File: src/rtl/fcs_pkg.sv
`timescale 1ns / 1ps

package fcs_pkg;

	localparam int CLUSTER_W    = 12;
	localparam int ADDR_W       = 13;
	localparam int BYTE_W       = 8;
	localparam int POS_W        = 32;
	localparam int OFFSET_W     = 16;
	localparam int SECTOR_W     = 20;
	localparam int SPC_W        = 8;
	localparam int DSS_W        = 16;
	localparam int CFG_DATA_W   = 16;
	localparam int SECT_LOG2    = 9;
	localparam int SECTOR_BYTES = 512;
	localparam int HOPS_W       = POS_W - SECT_LOG2;
	localparam int LEN_W        = 13;

	localparam int DEF_TABLE_SECTORS = 12;

	localparam logic [1:0] CMD_LOAD   = 2'd0;
	localparam logic [1:0] CMD_LOOKUP = 2'd1;
	localparam logic [1:0] CMD_SEEK   = 2'd2;

	localparam logic REG_SPC = 1'b0;
	localparam logic REG_DSS = 1'b1;

	localparam logic [SPC_W-1:0]     SPC_RESET   = 8'd1;
	localparam logic [SPC_W-1:0]     SPC_MAX     = 8'd128;
	localparam logic [DSS_W-1:0]     DSS_RESET   = 16'd33;
	localparam logic [CLUSTER_W-1:0] EOC_MIN     = 12'hFF8;
	localparam logic [LEN_W-1:0]     CHAIN_LIMIT = 13'd4096;

	typedef struct packed {
		logic              en;
		logic [ADDR_W-1:0] addr;
		logic [BYTE_W-1:0] data;
	} tbl_wr_t;

	typedef struct packed {
		logic                 go;
		logic [CLUSTER_W-1:0] cluster;
	} tbl_req_t;

	typedef struct packed {
		logic                 done;
		logic [CLUSTER_W-1:0] next;
	} tbl_rsp_t;

	typedef struct packed {
		logic              go;
		logic [HOPS_W-1:0] dividend;
		logic [LEN_W-1:0]  divisor;
	} div_req_t;

	typedef struct packed {
		logic              done;
		logic [HOPS_W-1:0] quotient;
		logic [LEN_W-1:0]  remainder;
	} div_rsp_t;

endpackage

File: src/rtl/fcs_div.sv
`timescale 1ns / 1ps

module fcs_div (
	input  logic              clk,
	input  logic              arst_n,
	input  fcs_pkg::div_req_t req,
	output fcs_pkg::div_rsp_t rsp
);
	import fcs_pkg::*;

	localparam int CNT_W = $clog2(HOPS_W + 1);

	logic              run_q;
	logic              done_q;
	logic [CNT_W-1:0]  cnt_q;
	logic [LEN_W-1:0]  rem_q;
	logic [HOPS_W-1:0] quo_q;
	logic [LEN_W-1:0]  dvs_q;

	logic [LEN_W:0]    shifted;
	logic              ge;
	logic [LEN_W:0]    diff;

	always_comb begin
		shifted = {rem_q, quo_q[HOPS_W-1]};
		ge      = (shifted >= {1'b0, dvs_q});
		diff    = shifted - {1'b0, dvs_q};
	end

	always_ff @(posedge clk or negedge arst_n) begin
		if (!arst_n) begin
			run_q  <= 1'b0;
			done_q <= 1'b0;
			cnt_q  <= '0;
		end else begin
			done_q <= 1'b0;
			if (req.go) begin
				run_q <= 1'b1;
				cnt_q <= CNT_W'(HOPS_W);
			end else if (run_q) begin
				cnt_q <= cnt_q - 1'b1;
				if (cnt_q == CNT_W'(1)) begin
					run_q  <= 1'b0;
					done_q <= 1'b1;
				end
			end
		end
	end

	always_ff @(posedge clk) begin
		if (req.go) begin
			rem_q <= '0;
			quo_q <= req.dividend;
			dvs_q <= req.divisor;
		end else if (run_q) begin
			rem_q <= ge ? diff[LEN_W-1:0] : shifted[LEN_W-1:0];
			quo_q <= {quo_q[HOPS_W-2:0], ge};
		end
	end

	assign rsp.done      = done_q;
	assign rsp.quotient  = quo_q;
	assign rsp.remainder = rem_q;

endmodule

File: config.mk
export PLATFORM = sky130hd
export DESIGN_NAME = fcs_div
export DESIGN_NICKNAME = d
export VERILOG_FILES = /design/src/rtl/fcs_pkg.sv /design/src/rtl/fcs_div.sv
export SDC_FILE = /design/constraint.sdc
export NUM_CORES = 1
export LEC_CHECK = 0
export BUFFER_PORTS_ARGS = -buffer_cell sky130_fd_sc_hd__clkbuf_2
export CAP_MARGIN = 10
export CORE_ASPECT_RATIO = 1.4
export CORE_MARGIN = 4
export CORE_UTILIZATION = 54
export DETAILED_ROUTE_END_ITERATION = 10
export GPL_TIMING_DRIVEN = 0
export HOLD_SLACK_MARGIN = 0.05
export PLACE_DENSITY_LB_ADDON = 0.08
export SYNTH_ARGS = -nofsm -noshare
export SYNTH_HDL_FRONTEND = slang
export SYNTH_SLANG_ARGS = --single-unit
File: constraint.sdc
create_clock -name clk -period 3.6 [get_ports clk]
set_clock_uncertainty 0.15 [all_clocks]
set_input_delay 0.36 -clock clk [delete_from_list [all_inputs] [get_ports clk]]
set_output_delay 0.36 -clock clk [all_outputs]
set_load 0.02 [all_outputs]
---- Word-level counts from Yosys, hierarchy flattened ----
Index checks and enable logic that the tools add are counted.
W data, S select, Z words.
storage, ports and cells
  register bits after elaboration ......... 56
  input bits .............................. 39
  logic and storage cells ................. 22
cells by class
  $add $sub $neg .......................... 2
  $lt $le $gt $ge ......................... 1
  equal/unequal tests ..................... 1
  multiplexer cells ....................... 11
  reductions and logical operators ........ 1
operators with widths
  operator               count
  $mux W23               2
  $ge A14 B13 Y1         1
  $mux W13               1
  $sub A13 B13 Y13       1
  $mux W5                2
  $mux W1                6
  $eq A5 B1 Y1 const B   1
  $sub A5 B1 Y5 const B  1
  $reduce_bool A2 Y1     1

---- Depth between registers and ports, before layout ----
Gate-level depths: netlist of run 1.
  word-level depth ........................ 4
  mapped depth ............................ 11

---- Least setup slack after synthesis of run 1 ----
Ideal clock, no wire load.
  path kind ............................... reg2reg
  from .................................... reg quo_q[22]
  to ...................................... reg quo_q[0], data pin
  arrival ................................. 2,551 ps
  data required time ...................... 3,190 ps
  setup slack ............................. 639 ps
  stages on the path, launching flop included .. 11
  path through ............................ edfxtp_1 -> inv_1 -> ha_1 -> inv_1 -> fa_1 -> a21o_4 -> a221oi_4 -> o211ai_2 -> a41o_4 -> buf_12 -> mux2_2
between the ends
  longest elaborated chain between the ends .. 3
ends and longest elaborated chain
  item                      line           text
  start: declaration        fcs_div.sv:17  logic [HOPS_W-1:0] quo_q;
  start signal: assignment  fcs_div.sv:53  quo_q <= req.dividend;
  start signal: assignment  fcs_div.sv:57  quo_q <= {quo_q[HOPS_W-2:0], ge};
  $ge A14 B13 Y1            fcs_div.sv:26  ge = (shifted >= {1'b0, dvs_q});
  $mux W23                  fcs_div.sv:55  end else if (run_q) begin
  $mux W23                  fcs_div.sv:51  if (req.go) begin
No other way between the ends. The select of a mux whose other input is x is not followed.
A chain may end at the register's enable or synchronous reset.

---- Worst setup path after layout of run 1 ----
Ends and elaborated chain as after synthesis.

==> results of run 1 <==
==> where the power goes <==
part	internal, W	total (W)	switching [W]
Combinational	0.000529	0.00124	0.000712
Sequential	0.000806	0.000902	0.0000965
Clock	0.000206	0.000409	0.000203
Total	0.00154	0.00255	0.00101
==> logic make-up (layout without fill, tap and decap cells) <==
family	count (synthesis)	in the layout	share of synthesized area, %
multiplexers	23	23	8.34
AND/OR/NAND/NOR	78	78	12.7
buffers and inverters	37	121	5.44
flip-flops	56	56	48.8
AO/OA/AOI/OAI	47	47	14.9
XOR/XNOR	11	11	3.10
adder cells (fa/ha/maj)	16	16	6.69
==> stage by stage <==
step / cells / hold slack, ns
6_report: 420 / 0.0698
5_1_grt: 420 / 0.0520
4_1_cts: 420 / 0.0634
3_5_place_dp: 411 / 0.0567
3_3_place_gp: 411 / 0.0560
2_1_floorplan: 268 / -0.0856
==> layer usage <==
layer / share of wire [%] / vias up / global-route usage, %
li1: - / 1144 / -
met1: 40 / 1115 / 24.9
met2: 53 / 71 / 36.1
met3: 5.1 / 9 / 4.24
met4: 1.4 / 0 / 5.93
met5: 0 / - / 0
==> layout make-up <==
class,instances,share of cell area (%)
buffer,14,2.24
clock buffer,6,1.97
clock inverter,2,0.951
inverter,23,2.34
multi-input combinational,175,38.6
sequential,56,41.2
tap,68,2.31
timing repair buffer,76,10.5
==> Yosys cell counts (2+ instances only) <==
master    number  area (sq um)
nor3b_1        2          15.0
or3_1          2          12.5
dfxtp_1       13           260
o311ai_0       2          17.5
mux2_2        23           259
xnor2_1       10          87.6
o21ai_0        6          30.0
dfrtp_1        7           175
a311oi_1       2          17.5
nand3_1        4          20.0
o31ai_1        2          15.0
buf_1          2          7.51
edfxtp_1      36          1080
nor3_1         4          20.0
nor4_1         5          31.3
nand2_1       20          75.1
a311oi_2       7           105
nand2b_1       9          56.3
nand2_2        5          31.3
o211ai_1       2          15.0
a21oi_1        5          25.0
nor2_1        21          78.8
a211oi_1       4          30.0
clkbuf_1       7          26.3
a21o_1         3          22.5
buf_2          2          10.0
a211o_1        2          17.5
inv_1         23          86.3
ha_1          15           188
==> worst min-delay path by stage <==
| stage | startpoint | to |
|---|---|---|
| 6_report | req[4] | dvs_q[4]$_DFFE_PP_ |
| 5_1_grt | req[5] | dvs_q[5]$_DFFE_PP_ |
| 4_1_cts | req[5] | dvs_q[5]$_DFFE_PP_ |
| 3_5_place_dp | arst_n | cnt_q[0]$_DFFE_PN0P_ |
| 3_3_place_gp | arst_n | cnt_q[0]$_DFFE_PN0P_ |
| 2_1_floorplan | arst_n | cnt_q[0]$_DFFE_PN0P_ |
==> registers in the layout (all words and copies together), names as in the netlist <==
| name | flops |
|---|---|
| cnt_q | 5 |
| run_q | 1 |
| dvs_q | 13 |
| done_q | 1 |
| rem_q | 13 |
| quo_q | 23 |
==> worst reg2reg max path, cell delays in order, from the launching register on <==
cell and delay (ns):
edfxtp_1 0.42, inv_1 0.08, ha_1 0.15, inv_1 0.05
fa_1 0.43, a21o_4 0.26, a221oi_4 0.36, o211ai_2 0.15
a41o_4 0.34, buf_12 0.16, mux2_2 0.25
==> timing repair <==
item | CTS | global route
hold buffers | 1 | 0
gates resized for setup | 0 | 0
endpoints found under the setup margin | 0 | 0
endpoints found under the hold margin | 7 | 0
==> flow_summary_export.csv, run 1 <==
group,metric,value,unit
yosys,synth_ff_type,"edfxtp_1",
finish,num_antenna_cells,0,
sta,rsz0062_at_grt,"false",
worst_setup_path,r2r_end,"quo_q[0]$_DFFE_PP_",
sta,relSlewSlack,41.6,%
global_route,antenna_found_initial,0,
floorplan,die_x,72.1,um
worst_setup_path,crit_path_end_kind,"flip-flop",
yosys,synthCells,268,
sta,setup_viol,0,
pwr,p_leak,1.62,nW
routing,wirelength,6850,um
finish,fin_util,66.2,%
yosys,synth_seq_area_share,48.8,%
clock_tree,path_clk_slew,0.10,ns
place,gp_congestion,0.880,
pwr,power_density,693,mW/mm^2
finish,finalNetCount,406,
global_route,first_global_vias,2400,
worst_setup_path,crit_chain,"inv_1 -> ha_1 -> inv_1 -> fa_1 -> a21o_4 -> a221oi_4 -> o211ai_2 -> a41o_4 -> buf_12 -> mux2_2",
finish,area_delta_synth_final,18.6,%
worst_setup_path,crit_top_cell,"inv_1",
job,max-cap-violations,0,
worst_setup_path,r2r_setup_slack,0.58,ns
yosys,ys_types,52,
floorplan,rows,32,
yosys,synthArstFlopShare,12.5,%
worst_setup_path,cp_max_fo,10,
routing,vias,2339,
worst_setup_path,crit_start,"quo_q[22]$_DFFE_PP_",
worst_setup_path,crit_buf_inv,3,
floorplan,die-height,97.7,um
global_route,grt_max_degree,24,
worst_setup_path,cp.arrival,2.93,ns
yosys,synth_area,0.00311,sq mm
clock_tree,cts_buffers,5,
status,status,"completed",
clock_tree,cts-root-buf,"clkbuf_8",
worst_hold_path,hp-class,"in -> reg",
place,portBuffers,75,
floorplan,ios,76,
routing,drt_iter0_drc,96,
finish,fillerInstances,465,
clock_tree,cts_sinks,56,
routing,via_per_inst,5.57,
routing,drt-pass1-iter-count,4,
worst_setup_path,max_stage_delay,0.43,ns
clock_tree,cts_tree,"done",
sta,fin_crit,3.02,ns
worst_setup_path,crit_required,3.52,ns
routing,drc,0,
yosys,ys_ff_latch,56,
finish,seq_area,0.00152,sq mm
yosys,yosysWarnings,0,
clock_tree,clock_path_buffers,2,
worst_setup_path,cpMaxStageDelayCell,"fa_1",
clock_tree,cts_setup_buffers,0,
routing,detail_route.wl_per_cell,16.3,um
worst_setup_path,setup.worst_path.start_class,"flip-flop",
clock_tree,h-tree-depth,2,
yosys,synth-edff-count,36,
sta,slew_viol_final,0,
sta,final.setup.worst_slack,0.585,ns
routing,ant_nets,0,
place,pre_cts_ws,0.586,ns
sta,fin_setup_tns,0,ns
sta,post-route-period-util,83.8,%
sta,finalHoldViolations,0,
worst_setup_path,cp.depth,10,
floorplan,initial_utilization,55.8,%
finish,multi_input_area,0.00142,sq mm
yosys,syn_area_per_cell,11.6,sq um
place,hpwlAfterDp,5020,um
finish,fin_area,0.00368,sq mm
worst_setup_path,r2r-start,"quo_q[22]$_DFFE_PP_",
worst_hold_path,hold_path_depth,1,
worst_setup_path,reg2reg_depth,10,
sta,worst_pin_slew,0.875,ns
finish,layout_common_cells,"75 x clkbuf_2, 36 x edfxtp_1, 23 x inv_1, 23 x mux2_2, 21 x nor2_1",
clock_tree,clk_latency,0.31,ns
worst_setup_path,crit_end,"quo_q[0]$_DFFE_PP_",
worst_setup_path,path_class,"reg -> reg",
sta,max_freq,332,MHz
global_route,grt-ovfl-total,0,
place,place_area,0.00357,sq mm
yosys,synth_nets,323,
floorplan,core-area,0.00557,sq mm
worst_setup_path,cpLargestDelayFamily,"compound AO/OA/AOI/OAI gates",
global_route,grt_pass1_wl,11400,um
pwr,peakVddDrop,0.334,mV
global_route,grt_use_total,20.5,%
pwr,power,0.00255,W
finish,drive_gt1_share,38.1,%
floorplan,die_area,0.00705,sq mm
finish,final_common_cell,"clkbuf_2",
No activity file was read; power rests on OpenSTA's default activity.
==> inputs of run 2 (changes only) <==
- CORE_UTILIZATION: 54 -> 48
- clock period: 3.6 -> 2.46 ns (I/O delays scaled with it)
==> flow_summary_export.csv, run 2 (synthesis gave the netlist of run 1 again) <==
group,metric,value,unit
finish,area_delta_synth_final,28.8,%
finish,num_antenna_cells,0,
floorplan,rows,34,
worst_setup_path,max_stage_delay,0.41,ns
finish,layout_common_cells,"75 x clkbuf_2, 36 x edfxtp_1, 23 x mux2_2",
sta,fin_crit,2.77,ns
finish,fillerInstances,520,
global_route,grt_pass1_wl,11700,um
clock_tree,path_clk_slew,0.10,ns
worst_setup_path,reg2reg_depth,10,
place,gp_congestion,0.825,
global_route,grt_use_total,18.4,%
sta,relSlewSlack,50.0,%
finish,top_regs,"quo_q (23), dvs_q (13), rem_q (13)",
worst_setup_path,setup.worst_path.start_class,"flip-flop",
sta,post-route-period-util,113,%
global_route,grt_max_degree,24,
place,portBuffers,75,
finish,multi_input_area,0.00149,sq mm
finish,fin_util,64.0,%
routing,drc,0,
worst_hold_path,hp-class,"in -> reg",
clock_tree,cts-root-buf,"clkbuf_8",
worst_setup_path,crit_chain,"inv_1 -> ha_2 -> inv_2 -> fa_2 -> a21o_4 -> a221oi_4 -> o211ai_2 -> a41o_4 -> buf_12 -> mux2_2",
sta,rsz0062_at_grt,"true",
floorplan,die_area,0.00784,sq mm
sta,worst_hold_slack,0.0779,ns
sta,final.setup.worst_slack,-0.308,ns
status,status,"finished, violations left",
routing,ant_nets,0,
routing,vias,2458,
floorplan,ios,76,
sta,finalHoldViolations,0,
floorplan,core-area,0.00625,sq mm
finish,top_register,"quo_q",
worst_setup_path,path_class,"reg -> reg",
worst_hold_path,hold_path_depth,2,
pwr,p_leak,1.76,nW
place,place_area,0.00358,sq mm
global_route,grt-ovfl-total,0,
place,hpwlAfterDp,5020,um
sta,slew_viol_final,0,
clock_tree,clk_latency,0.31,ns
clock_tree,cts_sinks,56,
clock_tree,cts_buffers,5,
pwr,power_density,1030,mW/mm^2
sta,fin_setup_tns,-3.32,ns
routing,via_per_inst,5.46,
pwr,peakVddDrop,0.478,mV
worst_setup_path,crit_buf_inv,3,
finish,final_common_cell,"clkbuf_2",
routing,detail_route.wl_per_cell,15.9,um
floorplan,die_x,76.0,um
clock_tree,cts_tree,"done",
routing,drt-pass1-iter-count,4,
worst_setup_path,cp.depth,10,
routing,wirelength,7170,um
global_route,antenna_found_initial,0,
finish,fin_area,0.00400,sq mm
worst_setup_path,cp.arrival,2.69,ns
job,max-cap-violations,0,
worst_setup_path,crit_required,2.39,ns
finish,seq_area,0.00152,sq mm
clock_tree,h-tree-depth,2,
worst_setup_path,cpLargestDelayFamily,"compound AO/OA/AOI/OAI gates",
finish,drive_gt1_share,41.8,%
worst_setup_path,cp_max_fo,6,
worst_setup_path,crit_path_end_kind,"flip-flop",
sta,max_freq,361,MHz
finish,largest_reg_flops,23,
sta,setup_viol,14,
status,violations,"negative setup slack",
routing,drt_iter0_drc,102,
worst_setup_path,crit_start,"quo_q[22]$_DFFE_PP_",
sta,worst_pin_slew,0.750,ns
global_route,first_global_vias,2475,
clock_tree,clock_path_buffers,2,
floorplan,die-height,103,um
floorplan,initial_utilization,49.7,%
worst_hold_path,worstHoldStart,"req[16]",
finish,finalNetCount,432,
place,pre_cts_ws,-0.439,ns
worst_setup_path,cpMaxStageDelayCell,"edfxtp_1",
worst_setup_path,r2r-start,"quo_q[22]$_DFFE_PP_",
-- run 2: cell types whose count changed in the layout (fill, tap and decap cells not counted), moves of 2 or more --
cell | previous run | this run
dlygate4sd3_1 | 1 | 14
buf_6 | 1 | 4
nand2_1 | 20 | 17
inv_1 | 23 | 21
buf_4 | 1 | 11
nand2_4 | 0 | 2
-- run 2: final cells by class --
cell class	count	area share, %
Timing Repair Buffer	102	15.6
Sequential cell	56	37.9
Clock inverter	3	1.06
Inverter	23	2.25
Buffer	14	2.06
Multi-Input combinational cell	175	37.1
Clock buffer	5	1.72
Tap cell	72	2.25
-- run 2: metal layers --
layer	GRT usage, %	share of wire (%)
met5	0	0
met4	8.22	2.4
met3	3.47	6.4
met2	32.6	53
met1	21.9	38
-- run 2: per-stage QoR --
stage / total power, W / std cells
floorplan: 0.00271 / 268
global placement: 0.00314 / 415
detailed placement: 0.00317 / 415
CTS: 0.00396 / 446
global route: 0.00437 / 450
finish: 0.00411 / 450
-- run 2: worst paths after layout --
path | end | slack [ns]
max | quo_q[0]$_DFFE_PP_ | -0.31
min | quo_q[3]$_DFFE_PP_ | 0.08
max reg2reg | quo_q[0]$_DFFE_PP_ | -0.31
min reg2reg | cnt_q[4]$_DFFE_PN0P_ | 0.39
max in group asynchronous | run_q$_DFF_PN0_ | 1.86
min in group asynchronous | cnt_q[0]$_DFFE_PN0P_ | 0.14
-- run 2: timing repair --
| action | in CTS | in global routing |
|---|---|---|
| pin swaps | 4 | 10 |
| setup buffers | 9 | 3 |
| setup endpoints to repair | 14 | 37 |
| gates cloned | 0 | 1 |
| resized for setup | 6 | 14 |
| hold endpoints to repair | 20 | 0 |
| hold buffers | 14 | 0 |
-- run 2: report_power, final --
part,internal (W),switching [W]
Combinational,0.000997,0.00118
Sequential,0.00118,0.000149
Clock,0.000302,0.000302
